==> config.mk <==
export PLATFORM = sky130hd
export DESIGN_NAME = sorted_deadline_timer_manager_top
export DESIGN_NICKNAME = d
export VERILOG_FILES = /design/src/rtl/sdtm_pkg.sv /design/src/rtl/sorted_deadline_timer_manager_top.sv /design/src/rtl/sdtm_mem.sv /design/src/rtl/sdtm_ctrl.sv
export SDC_FILE = /design/constraint.sdc
export NUM_CORES = 2
export LEC_CHECK = 0
export ABC_CLOCK_PERIOD_IN_PS = 7600
export BUFFER_PORTS_ARGS = -buffer_cell sky130_fd_sc_hd__buf_2
export CAP_MARGIN = 10
export CORE_ASPECT_RATIO = 1.1
export CORE_MARGIN = 10
export CORE_UTILIZATION = 55
export DETAILED_ROUTE_END_ITERATION = 16
export GPL_TIMING_DRIVEN = 0
export PLACE_DENSITY = 0.69
export SYNTH_ARGS = -nofsm -noshare
export SYNTH_HDL_FRONTEND = slang
export SYNTH_SLANG_ARGS = --single-unit
==> constraint.sdc <==
create_clock -name clk -period 7.6 [get_ports clk]
set_input_delay 1.14 -clock clk [delete_from_list [all_inputs] [get_ports clk]]
set_output_delay 1.14 -clock clk [all_outputs]
set_load 0.01 [all_outputs]
==> src/rtl/sdtm_pkg.sv <==
// Shared types, codes and constants of the sorted deadline timer manager.
package sdtm_pkg;

	// Default pool size and widest index (pool of 64 plus the sentinel).
	localparam int TIMERS_DEF = 16;
	localparam int IDX_MAX_W = 7;

	localparam logic [31:0] END_DEADLINE = 32'hffff_ffff;

	// Action codes.
	localparam logic [2:0] ACT_TICK = 3'd0;
	localparam logic [2:0] ACT_ALLOC = 3'd1;
	localparam logic [2:0] ACT_FREE = 3'd2;
	localparam logic [2:0] ACT_INIT = 3'd3;
	localparam logic [2:0] ACT_SET = 3'd4;
	localparam logic [2:0] ACT_CANCEL = 3'd5;
	localparam logic [2:0] ACT_CANCEL_ALL = 3'd6;

	// Result kinds.
	localparam logic [1:0] KIND_STATUS = 2'd0;
	localparam logic [1:0] KIND_DELIVER = 2'd1;
	localparam logic [1:0] KIND_TASK = 2'd2;
	localparam logic [1:0] KIND_ALLOC = 2'd3;

	// Entry states.
	localparam logic [1:0] ES_UNUSED = 2'd0;
	localparam logic [1:0] ES_ALLOC = 2'd1;
	localparam logic [1:0] ES_RUNNING = 2'd2;

	// Register address of the task timer register.
	localparam logic [2:0] REG_TASK_TIMER = 3'd0;
	localparam logic [4:0] TASK_TIMER_RST = 5'd16;

	// Request from the sequencer to the entry memories.
	typedef struct packed {
		logic [IDX_MAX_W-1:0] raddr;
		logic ld_we;
		logic [IDX_MAX_W-1:0] ld_waddr;
		logic [31:0] ld_wdeadline;
		logic [IDX_MAX_W-1:0] ld_wlink;
		logic dp_we;
		logic [IDX_MAX_W-1:0] dp_waddr;
		logic [3:0] dp_wdest;
		logic [31:0] dp_wdata;
	} mem_req_t;

	// Registered read data of both memories at the same address.
	typedef struct packed {
		logic [31:0] deadline;
		logic [IDX_MAX_W-1:0] link;
		logic [3:0] dest;
		logic [31:0] data;
	} mem_rsp_t;

	// One result transaction.
	typedef struct packed {
		logic [1:0] kind;
		logic ok;
		logic [3:0] entry;
		logic [3:0] dest;
		logic [31:0] data;
		logic last;
	} result_t;

	function automatic result_t mk_res(input logic [1:0] kind, input logic ok,
		input logic [3:0] entry, input logic [3:0] dest, input logic [31:0] data,
		input logic last);
		result_t r;
		r.kind = kind;
		r.ok = ok;
		r.entry = entry;
		r.dest = dest;
		r.data = data;
		r.last = last;
		return r;
	endfunction

endpackage

==> src/rtl/sorted_deadline_timer_manager_top.sv <==
// Top level of the sorted deadline timer manager: register port and wiring.
//
// Channel   Handshake                        Contents
// command   start, accepted when busy low    action, timer_id, delay, dest_id, payload,
//                                            auto_cancel
// result    valid, one cycle, always taken   kind, ok, entry, dest_out, data_out, last
// register  APB write/read, pready tied 1    task switch timer index at byte address 0
//
// Init, unknown actions, refused commands and ticks with nothing due answer the cycle
// after acceptance. A tick expires due timers from the head, one result each, then a
// status. Alloc and cancel all scan one entry per cycle (up to TIMERS, cancel all plus
// an unlink walk per match). Set time, cancel and free walk the list with one memory
// read per hop. No clearing pass follows reset; results cannot be stalled.
module sorted_deadline_timer_manager_top #(
	parameter int TIMERS = sdtm_pkg::TIMERS_DEF
) (
	input logic clk,
	input logic arst_n,
	input logic start,
	output logic busy,
	input logic [2:0] action,
	input logic [3:0] timer_id,
	input logic [31:0] delay,
	input logic [3:0] dest_id,
	input logic [31:0] payload,
	input logic auto_cancel,
	output logic valid,
	output logic [1:0] kind,
	output logic ok,
	output logic [3:0] entry,
	output logic [3:0] dest_out,
	output logic [31:0] data_out,
	output logic last,
	input logic psel,
	input logic penable,
	input logic pwrite,
	input logic [2:0] paddr,
	input logic [31:0] pwdata,
	output logic [31:0] prdata,
	output logic pready
);
	import sdtm_pkg::*;

	logic [4:0] task_q;
	result_t res;
	mem_req_t mem_req;
	mem_rsp_t mem_rsp;

	// Task timer register write.
	always_ff @(posedge clk or negedge arst_n) begin
		if (!arst_n) begin
			task_q <= TASK_TIMER_RST;
		end else if (psel && penable && pwrite && paddr == REG_TASK_TIMER) begin
			task_q <= pwdata[4:0];
		end
	end

	assign pready = 1'b1;
	assign prdata = (paddr == REG_TASK_TIMER) ? {27'd0, task_q} : 32'd0;

	sdtm_ctrl #(.TIMERS(TIMERS)) u_ctrl (
		.clk(clk),
		.arst_n(arst_n),
		.start(start),
		.action(action),
		.timer_id(timer_id),
		.delay(delay),
		.dest_id(dest_id),
		.payload(payload),
		.auto_cancel(auto_cancel),
		.task_id(task_q),
		.busy(busy),
		.res_valid(valid),
		.res(res),
		.mem_req(mem_req),
		.mem_rsp(mem_rsp)
	);

	sdtm_mem #(.TIMERS(TIMERS)) u_mem (
		.clk(clk),
		.req(mem_req),
		.rsp(mem_rsp)
	);

	assign kind = res.kind;
	assign ok = res.ok;
	assign entry = res.entry;
	assign dest_out = res.dest;
	assign data_out = res.data;
	assign last = res.last;

endmodule

==> src/rtl/sdtm_mem.sv <==
// Entry memories: deadline with link, and destination with payload.
module sdtm_mem #(
	parameter int TIMERS = sdtm_pkg::TIMERS_DEF
) (
	input logic clk,
	input sdtm_pkg::mem_req_t req,
	output sdtm_pkg::mem_rsp_t rsp
);
	import sdtm_pkg::*;

	localparam int AW = (TIMERS > 1) ? $clog2(TIMERS) : 1;
	localparam int IW = $clog2(TIMERS + 1);

	logic [32+IW-1:0] ld_mem [TIMERS];
	logic [35:0] dp_mem [TIMERS];
	logic [32+IW-1:0] ld_rd_q;
	logic [35:0] dp_rd_q;

	// Deadline and link memory.
	always_ff @(posedge clk) begin
		if (req.ld_we) begin
			ld_mem[AW'(req.ld_waddr)] <= {req.ld_wdeadline, IW'(req.ld_wlink)};
		end
		ld_rd_q <= ld_mem[AW'(req.raddr)];
	end

	// Destination and payload memory.
	always_ff @(posedge clk) begin
		if (req.dp_we) begin
			dp_mem[AW'(req.dp_waddr)] <= {req.dp_wdest, req.dp_wdata};
		end
		dp_rd_q <= dp_mem[AW'(req.raddr)];
	end

	assign rsp.deadline = ld_rd_q[32+IW-1:IW];
	assign rsp.link = IDX_MAX_W'(ld_rd_q[IW-1:0]);
	assign rsp.dest = dp_rd_q[35:32];
	assign rsp.data = dp_rd_q[31:0];

endmodule

==> src/rtl/sdtm_ctrl.sv <==
// Sequencer that walks the sorted timer list held in the entry memories.
module sdtm_ctrl #(
	parameter int TIMERS = sdtm_pkg::TIMERS_DEF
) (
	input logic clk,
	input logic arst_n,
	input logic start,
	input logic [2:0] action,
	input logic [3:0] timer_id,
	input logic [31:0] delay,
	input logic [3:0] dest_id,
	input logic [31:0] payload,
	input logic auto_cancel,
	input logic [4:0] task_id,
	output logic busy,
	output logic res_valid,
	output sdtm_pkg::result_t res,
	output sdtm_pkg::mem_req_t mem_req,
	input sdtm_pkg::mem_rsp_t mem_rsp
);
	import sdtm_pkg::*;

	localparam int AW = (TIMERS > 1) ? $clog2(TIMERS) : 1;
	localparam int IW = $clog2(TIMERS + 1);
	localparam logic [IW-1:0] SENT = IW'(TIMERS);
	localparam logic [AW-1:0] LAST_IDX = AW'(TIMERS - 1);

	typedef enum logic [12:0] {
		S_IDLE = 13'b0_0000_0000_0001,
		S_ALLOC = 13'b0_0000_0000_0010,
		S_TICK = 13'b0_0000_0000_0100,
		S_SET_WALK = 13'b0_0000_0000_1000,
		S_SET_INS = 13'b0_0000_0001_0000,
		S_SET_LINK = 13'b0_0000_0010_0000,
		S_UL_RDT = 13'b0_0000_0100_0000,
		S_UL_HEAD = 13'b0_0000_1000_0000,
		S_UL_WALK = 13'b0_0001_0000_0000,
		S_UL_END = 13'b0_0010_0000_0000,
		S_CA_SCAN = 13'b0_0100_0000_0000,
		S_CA_CHK = 13'b0_1000_0000_0000,
		S_DONE = 13'b1_0000_0000_0000
	} state_t;

	state_t state_q, state_d;
	logic [2:0] op_q, op_d;
	logic [AW-1:0] tid_q, tid_d;
	logic [AW-1:0] idx_q, idx_d;
	logic [3:0] dest_q, dest_d;
	logic [31:0] dl_q, dl_d;
	logic [31:0] prev_dl_q, prev_dl_d;
	logic [31:0] count_q, count_d;
	logic [31:0] nd_q, nd_d;
	logic [IW-1:0] head_q, head_d;
	logic [IW-1:0] cur_q, cur_d;
	logic [IW-1:0] prev_q, prev_d;
	logic [IW-1:0] lt_q, lt_d;
	logic ok_q, ok_d;
	logic [1:0] ustate_q [TIMERS];
	logic canc_q [TIMERS];
	logic st_we;
	logic [AW-1:0] st_idx;
	logic [1:0] st_val;
	logic canc_we;
	logic [AW-1:0] canc_idx;
	logic canc_val;
	logic out_v_d;
	result_t out_d;
	logic res_valid_q;
	result_t res_q;
	logic [31:0] count_inc;
	logic id_ok;
	logic [AW-1:0] id_idx;
	logic [IW-1:0] rd_link;
	logic [AW-1:0] head_idx;

	assign count_inc = count_q + 32'd1;
	assign id_ok = (int'(timer_id) < TIMERS);
	assign id_idx = AW'(timer_id);
	assign rd_link = IW'(mem_rsp.link);
	assign head_idx = AW'(head_q);

	// Next-state logic of the list sequencer.
	always_comb begin
		state_d = state_q;
		op_d = op_q;
		tid_d = tid_q;
		idx_d = idx_q;
		dest_d = dest_q;
		dl_d = dl_q;
		prev_dl_d = prev_dl_q;
		count_d = count_q;
		nd_d = nd_q;
		head_d = head_q;
		cur_d = cur_q;
		prev_d = prev_q;
		lt_d = lt_q;
		ok_d = ok_q;
		st_we = 1'b0;
		st_idx = tid_q;
		st_val = ES_UNUSED;
		canc_we = 1'b0;
		canc_idx = tid_q;
		canc_val = 1'b0;
		out_v_d = 1'b0;
		out_d = '0;
		mem_req = '0;
		unique case (state_q)
			S_IDLE: begin
				if (start) begin
					op_d = action;
					tid_d = id_idx;
					dest_d = dest_id;
					out_d = mk_res(KIND_STATUS, 1'b0, 4'd0, 4'd0, 32'd0, 1'b1);
					case (action)
						ACT_TICK: begin
							count_d = count_inc;
							if (head_q < SENT && nd_q <= count_inc) begin
								mem_req.raddr = IDX_MAX_W'(head_q);
								state_d = S_TICK;
							end else begin
								out_v_d = 1'b1;
								out_d.ok = 1'b1;
							end
						end
						ACT_ALLOC: begin
							idx_d = '0;
							state_d = S_ALLOC;
						end
						ACT_FREE: begin
							if (!id_ok) begin
								out_v_d = 1'b1;
							end else if (ustate_q[id_idx] == ES_RUNNING) begin
								mem_req.raddr = IDX_MAX_W'(id_idx);
								state_d = S_UL_RDT;
							end else begin
								st_we = 1'b1;
								st_idx = id_idx;
								st_val = ES_UNUSED;
								out_v_d = 1'b1;
								out_d.ok = 1'b1;
							end
						end
						ACT_INIT: begin
							out_v_d = 1'b1;
							if (id_ok) begin
								mem_req.dp_we = 1'b1;
								mem_req.dp_waddr = IDX_MAX_W'(id_idx);
								mem_req.dp_wdest = dest_id;
								mem_req.dp_wdata = payload;
								canc_we = 1'b1;
								canc_idx = id_idx;
								canc_val = auto_cancel;
								out_d.ok = 1'b1;
							end
						end
						ACT_SET: begin
							if (id_ok && ustate_q[id_idx] == ES_ALLOC) begin
								dl_d = delay + count_q;
								prev_d = SENT;
								cur_d = head_q;
								st_we = 1'b1;
								st_idx = id_idx;
								st_val = ES_RUNNING;
								if (head_q >= SENT) begin
									state_d = S_SET_INS;
								end else begin
									mem_req.raddr = IDX_MAX_W'(head_q);
									state_d = S_SET_WALK;
								end
							end else begin
								out_v_d = 1'b1;
							end
						end
						ACT_CANCEL: begin
							if (id_ok && ustate_q[id_idx] == ES_RUNNING) begin
								mem_req.raddr = IDX_MAX_W'(id_idx);
								state_d = S_UL_RDT;
							end else begin
								out_v_d = 1'b1;
							end
						end
						ACT_CANCEL_ALL: begin
							idx_d = '0;
							state_d = S_CA_SCAN;
						end
						default: begin
							out_v_d = 1'b1;
						end
					endcase
				end
			end
			// Scan one entry per cycle for an unused one.
			S_ALLOC: begin
				if (ustate_q[idx_q] == ES_UNUSED) begin
					st_we = 1'b1;
					st_idx = idx_q;
					st_val = ES_ALLOC;
					canc_we = 1'b1;
					canc_idx = idx_q;
					canc_val = 1'b0;
					out_v_d = 1'b1;
					out_d = mk_res(KIND_ALLOC, 1'b1, 4'(idx_q), 4'd0, 32'd0, 1'b1);
					state_d = S_IDLE;
				end else if (idx_q == LAST_IDX) begin
					out_v_d = 1'b1;
					out_d = mk_res(KIND_ALLOC, 1'b0, 4'd0, 4'd0, 32'd0, 1'b1);
					state_d = S_IDLE;
				end else begin
					idx_d = idx_q + AW'(1);
				end
			end
			// Read data holds the head entry; expire it if due.
			S_TICK: begin
				if (mem_rsp.deadline <= count_q) begin
					st_we = 1'b1;
					st_idx = head_idx;
					st_val = ES_ALLOC;
					head_d = rd_link;
					out_v_d = 1'b1;
					if (IDX_MAX_W'(head_q) == IDX_MAX_W'(task_id)) begin
						out_d = mk_res(KIND_TASK, 1'b0, 4'(head_q), 4'd0, 32'd0, 1'b0);
					end else begin
						out_d = mk_res(KIND_DELIVER, 1'b0, 4'(head_q), mem_rsp.dest,
							mem_rsp.data, 1'b0);
					end
					if (rd_link >= SENT) begin
						nd_d = END_DEADLINE;
						ok_d = 1'b1;
						state_d = S_DONE;
					end else begin
						mem_req.raddr = IDX_MAX_W'(rd_link);
					end
				end else begin
					nd_d = mem_rsp.deadline;
					out_v_d = 1'b1;
					out_d = mk_res(KIND_STATUS, 1'b1, 4'd0, 4'd0, 32'd0, 1'b1);
					state_d = S_IDLE;
				end
			end
			// Walk to the first entry whose deadline is not below the new one.
			S_SET_WALK: begin
				if (dl_q <= mem_rsp.deadline) begin
					state_d = S_SET_INS;
				end else begin
					prev_d = cur_q;
					prev_dl_d = mem_rsp.deadline;
					cur_d = rd_link;
					if (rd_link >= SENT) begin
						state_d = S_SET_INS;
					end else begin
						mem_req.raddr = IDX_MAX_W'(rd_link);
					end
				end
			end
			S_SET_INS: begin
				mem_req.ld_we = 1'b1;
				mem_req.ld_waddr = IDX_MAX_W'(tid_q);
				mem_req.ld_wdeadline = dl_q;
				mem_req.ld_wlink = IDX_MAX_W'(cur_q);
				ok_d = 1'b1;
				if (prev_q >= SENT) begin
					head_d = IW'(tid_q);
					nd_d = dl_q;
					state_d = S_DONE;
				end else begin
					state_d = S_SET_LINK;
				end
			end
			S_SET_LINK: begin
				mem_req.ld_we = 1'b1;
				mem_req.ld_waddr = IDX_MAX_W'(prev_q);
				mem_req.ld_wdeadline = prev_dl_q;
				mem_req.ld_wlink = IDX_MAX_W'(tid_q);
				state_d = S_DONE;
			end
			// Read data holds the entry to unlink.
			S_UL_RDT: begin
				lt_d = rd_link;
				if (head_q == IW'(tid_q)) begin
					head_d = rd_link;
					if (rd_link >= SENT) begin
						nd_d = END_DEADLINE;
						state_d = S_UL_END;
					end else begin
						mem_req.raddr = IDX_MAX_W'(rd_link);
						state_d = S_UL_HEAD;
					end
				end else begin
					cur_d = head_q;
					mem_req.raddr = IDX_MAX_W'(head_q);
					state_d = S_UL_WALK;
				end
			end
			S_UL_HEAD: begin
				nd_d = mem_rsp.deadline;
				state_d = S_UL_END;
			end
			// Find the predecessor and bypass the entry.
			S_UL_WALK: begin
				if (rd_link == IW'(tid_q)) begin
					mem_req.ld_we = 1'b1;
					mem_req.ld_waddr = IDX_MAX_W'(cur_q);
					mem_req.ld_wdeadline = mem_rsp.deadline;
					mem_req.ld_wlink = IDX_MAX_W'(lt_q);
					state_d = S_UL_END;
				end else begin
					cur_d = rd_link;
					mem_req.raddr = IDX_MAX_W'(rd_link);
				end
			end
			S_UL_END: begin
				st_we = 1'b1;
				st_idx = tid_q;
				st_val = (op_q == ACT_CANCEL) ? ES_ALLOC : ES_UNUSED;
				if (op_q == ACT_CANCEL_ALL && idx_q != LAST_IDX) begin
					idx_d = idx_q + AW'(1);
					state_d = S_CA_SCAN;
				end else begin
					out_v_d = 1'b1;
					out_d = mk_res(KIND_STATUS, 1'b1, 4'd0, 4'd0, 32'd0, 1'b1);
					state_d = S_IDLE;
				end
			end
			// Cancel all: pick used, cancellable entries one per cycle, pausing to check each pick.
			S_CA_SCAN: begin
				if (ustate_q[idx_q] != ES_UNUSED && canc_q[idx_q]) begin
					mem_req.raddr = IDX_MAX_W'(idx_q);
					state_d = S_CA_CHK;
				end else if (idx_q == LAST_IDX) begin
					out_v_d = 1'b1;
					out_d = mk_res(KIND_STATUS, 1'b1, 4'd0, 4'd0, 32'd0, 1'b1);
					state_d = S_IDLE;
				end else begin
					idx_d = idx_q + AW'(1);
				end
			end
			S_CA_CHK: begin
				if (mem_rsp.dest == dest_q && ustate_q[idx_q] == ES_RUNNING) begin
					tid_d = idx_q;
					mem_req.raddr = IDX_MAX_W'(idx_q);
					state_d = S_UL_RDT;
				end else begin
					if (mem_rsp.dest == dest_q) begin
						st_we = 1'b1;
						st_idx = idx_q;
						st_val = ES_UNUSED;
					end
					if (idx_q == LAST_IDX) begin
						out_v_d = 1'b1;
						out_d = mk_res(KIND_STATUS, 1'b1, 4'd0, 4'd0, 32'd0, 1'b1);
						state_d = S_IDLE;
					end else begin
						idx_d = idx_q + AW'(1);
						state_d = S_CA_SCAN;
					end
				end
			end
			S_DONE: begin
				out_v_d = 1'b1;
				out_d = mk_res(KIND_STATUS, ok_q, 4'd0, 4'd0, 32'd0, 1'b1);
				state_d = S_IDLE;
			end
			default: begin
				state_d = S_IDLE;
			end
		endcase
	end

	// Control registers.
	always_ff @(posedge clk or negedge arst_n) begin
		if (!arst_n) begin
			state_q <= S_IDLE;
			count_q <= '0;
			nd_q <= END_DEADLINE;
			head_q <= SENT;
			res_valid_q <= 1'b0;
		end else begin
			state_q <= state_d;
			count_q <= count_d;
			nd_q <= nd_d;
			head_q <= head_d;
			res_valid_q <= out_v_d;
		end
	end

	// Entry state and cancellable marks.
	always_ff @(posedge clk or negedge arst_n) begin
		if (!arst_n) begin
			for (int i = 0; i < TIMERS; i++) begin
				ustate_q[i] <= ES_UNUSED;
				canc_q[i] <= 1'b0;
			end
		end else begin
			if (st_we) begin
				ustate_q[st_idx] <= st_val;
			end
			if (canc_we) begin
				canc_q[canc_idx] <= canc_val;
			end
		end
	end

	// Working registers of the current transaction and the result.
	always_ff @(posedge clk) begin
		op_q <= op_d;
		tid_q <= tid_d;
		idx_q <= idx_d;
		dest_q <= dest_d;
		dl_q <= dl_d;
		prev_dl_q <= prev_dl_d;
		cur_q <= cur_d;
		prev_q <= prev_d;
		lt_q <= lt_d;
		ok_q <= ok_d;
		res_q <= out_d;
	end

	assign busy = (state_q != S_IDLE);
	assign res_valid = res_valid_q;
	assign res = res_q;

endmodule

==> impl_metrics.toml <==
[power_and_ir_drop]
swShare_pct = 27.9
power.density_nw_per_um2 = 276
power.total_mw = 20.6
p_comb_share_pct = 16.2
pwr-share-clk_pct = 36.7
power.leakage_nw = 29.8
ir_worst_vdd_v = 0.000237
power.internal_mw = 14.9
p_switching_mw = 5.75
seqPwrFrac_pct = 47.0

[critical_path]
reg2reg_from = "u_ctrl.count_q[0]"
endpoint_kind = "flop"
crit_type = "flop to flop"
rr_endpoint = "u_mem.dp_rd_q[0]"
crit_fanout = 10
cp-start-kind = "flop"
rrSetupSlack_ns = 0.35
reg2regPathDepth = 25
arrival_ns = 7.83
startpoint = "u_ctrl.count_q[0]"
cp.required_ns = 8.18

[synthesis]
yosysMostFrequentCell = "edfxtp_1"
yosysSeqAreaShare_pct = 66.7
ys_async_sr_fraction_pct = 8.98
mappedNetlistArea_um2 = 65500
synthTopCellsByArea = "edfxtp_1 58%, nand2_1 6.6%, dfrtp_1 3.9%"
ys_ff_latch = 1515
yosysTopAreaCellShare_pct = 57.9
ys.flop_type = "edfxtp_1"
ys_warn_count = 0
yosysTopAreaCell = "edfxtp_1"
postSynthCellCount = 5183
synth_edf_count = 1262
synthDistinctLibCells = 86
synth_area_per_cell_um2 = 12.6
synth_top_cells_by_count = "1262 x edfxtp_1, 1145 x nand2_1, 248 x nand3_1"

[drt]
drt_iter0_markers = 5268
via_per_inst = 6.07
drt_drc_violations_left = 0
vias = 43900
wl_per_cell_um = 25.0
routed_wl_mm = 181
first_pass_iters = 8
antenna_left = 0

[cells_and_area]
drive_gt1_share_pct = 13.3
final_area_um2 = 74700
regArea_um2 = 43700
filler_cell_count = 8876
fin_util_pct = 63.4
nets = 5812
multi_input_area_um2 = 20200
area_delta_synth_final_pct = 14.2

[grt]
grt_usage_pct = 26.7
grt_max_degree = 91
grt_pass1_wl_mm = 271
grt_overflow = 0
grt_pass1_vias = 43400
antenna_found_initial = 7

[clock_tree]
cts_sinks = 1515
cts_tree = "built"
cts_made_buffers = 152
clk_pin_slew_ns = 0.07
h-tree-depth = 4
clk_latency_ns = 0.79
cts_buffer_depth = 3
root_buffer = "clkbuf_16"
hold_buffers = 0

[sta]
slew_viol_final = 0
final.setup_skew_ns = 0.0287
relSlewSlack_pct = 13.6
setup_viol = 0
clock.fmax_mhz = 138
hold_viol = 0
tns_ns = 0
period_share_pct = 95.3
period_needed_ns = 7.25
max_slew.worst_pin.slew_ns = 1.30
rsz0062_at_grt = "yes"
holdWs_ns = 0.296

[place]
io_buffers = 138
place_hpwl_mm = 127
dpl_cell_area_um2 = 69400
gp_congestion = 0.980

[floorplan]
die-area_um2 = 133000
die_w_um = 349
fp.dieH_um = 382
initial_core_util_pct = 55.5
placementRows = 132
core_region_area_um2 = 118000
io_pins = 196

[status]
status = "finished, final reports clean"

[hold_path]
min_path_type = "primary input to async pin"

[flow_run]
cap_violations = 0
## final cells by class
type / instances / area share [%]
flip-flops and latches: 1515 / 58.4
multi-input cells: 3237 / 27.1
clock buffers: 214 / 5.74
well taps: 1541 / 2.58
repair buffers: 203 / 2.33
plain buffers: 314 / 2.10
clock inverters: 67 / 1.02
inverters: 142 / 0.713
diodes: 1 / 0.00335
## kinds of logic (layout without fill, tap and decap cells)
kind of cell | after synthesis | in the layout | share of synthesized area, %
AND/OR/NAND/NOR | 1904 | 1904 | 13.1
flip-flops | 1515 | 1515 | 66.7
AO/OA/AOI/OAI | 748 | 748 | 7.72
buffers and inverters | 457 | 940 | 3.07
multiplexers | 322 | 322 | 5.48
adder cells (fa/ha/maj) | 130 | 130 | 2.50
XOR/XNOR | 105 | 105 | 1.41
other | 2 | 29 | 0.0115
## worst max path at each step
stage,to,cells after the start
6_report,u_mem.dp_rd_q[0],25
5_1_grt,u_mem.ld_rd_q[8],28
4_1_cts,u_mem.ld_rd_q[11],27
3_5_place_dp,u_mem.ld_rd_q[9],25
3_3_place_gp,u_mem.dp_mem[1][31],8
2_1_floorplan,u_mem.dp_mem[1][0],6
## layer usage
metal | vias up | track usage, % | part of all wire [%]
li1 | 19800 | - | -
met1 | 21600 | 35.4 | 40
met2 | 2159 | 43.3 | 48
met3 | 342 | 5.09 | 8.8
met4 | 2 | 10.6 | 3.9
met5 | - | 0 | 0.0072
## power groups by stage
stage / combinational [mW] / clock, mW / sequential (mW)
3_5_place_dp: 3.24 / 0 / 9.86
6_report: 3.35 / 7.58 / 9.71
4_1_cts: 3.28 / 7.64 / 9.69
3_3_place_gp: 3.15 / 0 / 9.86
2_1_floorplan: 2.14 / 0 / 9.73
5_1_grt: 3.68 / 7.99 / 9.74
## placed cells by master, fill, tap and decap left out, types with 96 or more instances in the layout
master / netlist / layout
nand3_1: 248 / 248
dfxtp_1: 117 / 117
o21ai_0: 175 / 175
a21oi_1: 143 / 142
mux2i_1: 238 / 237
nand2_1: 1145 / 1144
clkbuf_1: 179 / 183
buf_2: 72 / 203
dfrtp_1: 101 / 101
nor2_1: 123 / 96
ha_1: 129 / 129
inv_1: 141 / 141
edfxtp_1: 1262 / 1262
clkbuf_16: 0 / 156
## registers in the layout (all words and copies together) (netlist names), 4 cells and up
name and count:
task_q 5, u_ctrl.prev_q 5, u_mem.ld_mem 592, u_ctrl.idx_q 4, u_mem.dp_mem 576, u_ctrl.res 44
u_mem.ld_rd_q 37, u_ctrl.canc_q 16, u_ctrl.count_q 32, u_ctrl.nd_q 32, u_ctrl.prev_dl_q 32, u_ctrl.head_q 5
u_mem.dp_rd_q 36, u_ctrl.dl_q 32, u_ctrl.ustate_q 32, u_ctrl.cur_q 5, u_ctrl.tid_q 4, u_ctrl.dest_q 4
u_ctrl.state_q 13, u_ctrl.lt_q 5
## through the flow
stage	instances	setup slack, ns
4_1_cts	7230	0.0127
5_1_grt	7233	-0.0401
6_report	7234	0.355
2_1_floorplan	5209	1.38
3_5_place_dp	6948	-1.21
3_3_place_gp	6888	-2.41
## worst max-delay path, cell delays in order (launching register included)
cell and delay, ns:
dfrtp_1 0.48, and3_1 0.24, and3_1 0.25, and2_1 0.20, nand4_1 0.24, nor3_4 0.25, nand3_1 0.17, or3_1 0.46
nor4_4 0.33, nand2_1 0.17, or3_1 0.39, xnor2_1 0.14, ha_1 0.32, nand4_1 0.17, nor3_1 0.09, a221oi_1 0.26
o21ai_0 0.26, a21oi_2 0.18, buf_4 0.18, nand2_1 0.07, and2_1 0.16, o21ai_0 0.17, a221o_1 0.32, nand2b_2 0.54
clkbuf_1 0.61, o221ai_1 0.36
## what timing repair did
| item | 4_1_cts | 5_1_grt |
|---|---|---|
| setup buffers | 2 | 1 |
| pin swaps | 2 | 0 |
| hold endpoints to repair | 0 | 0 |
| endpoints found under the setup margin | 73 | 73 |
| gates cloned | 0 | 0 |
| gates resized for setup | 22 | 89 |
Power figures use the tool's default switching activity.
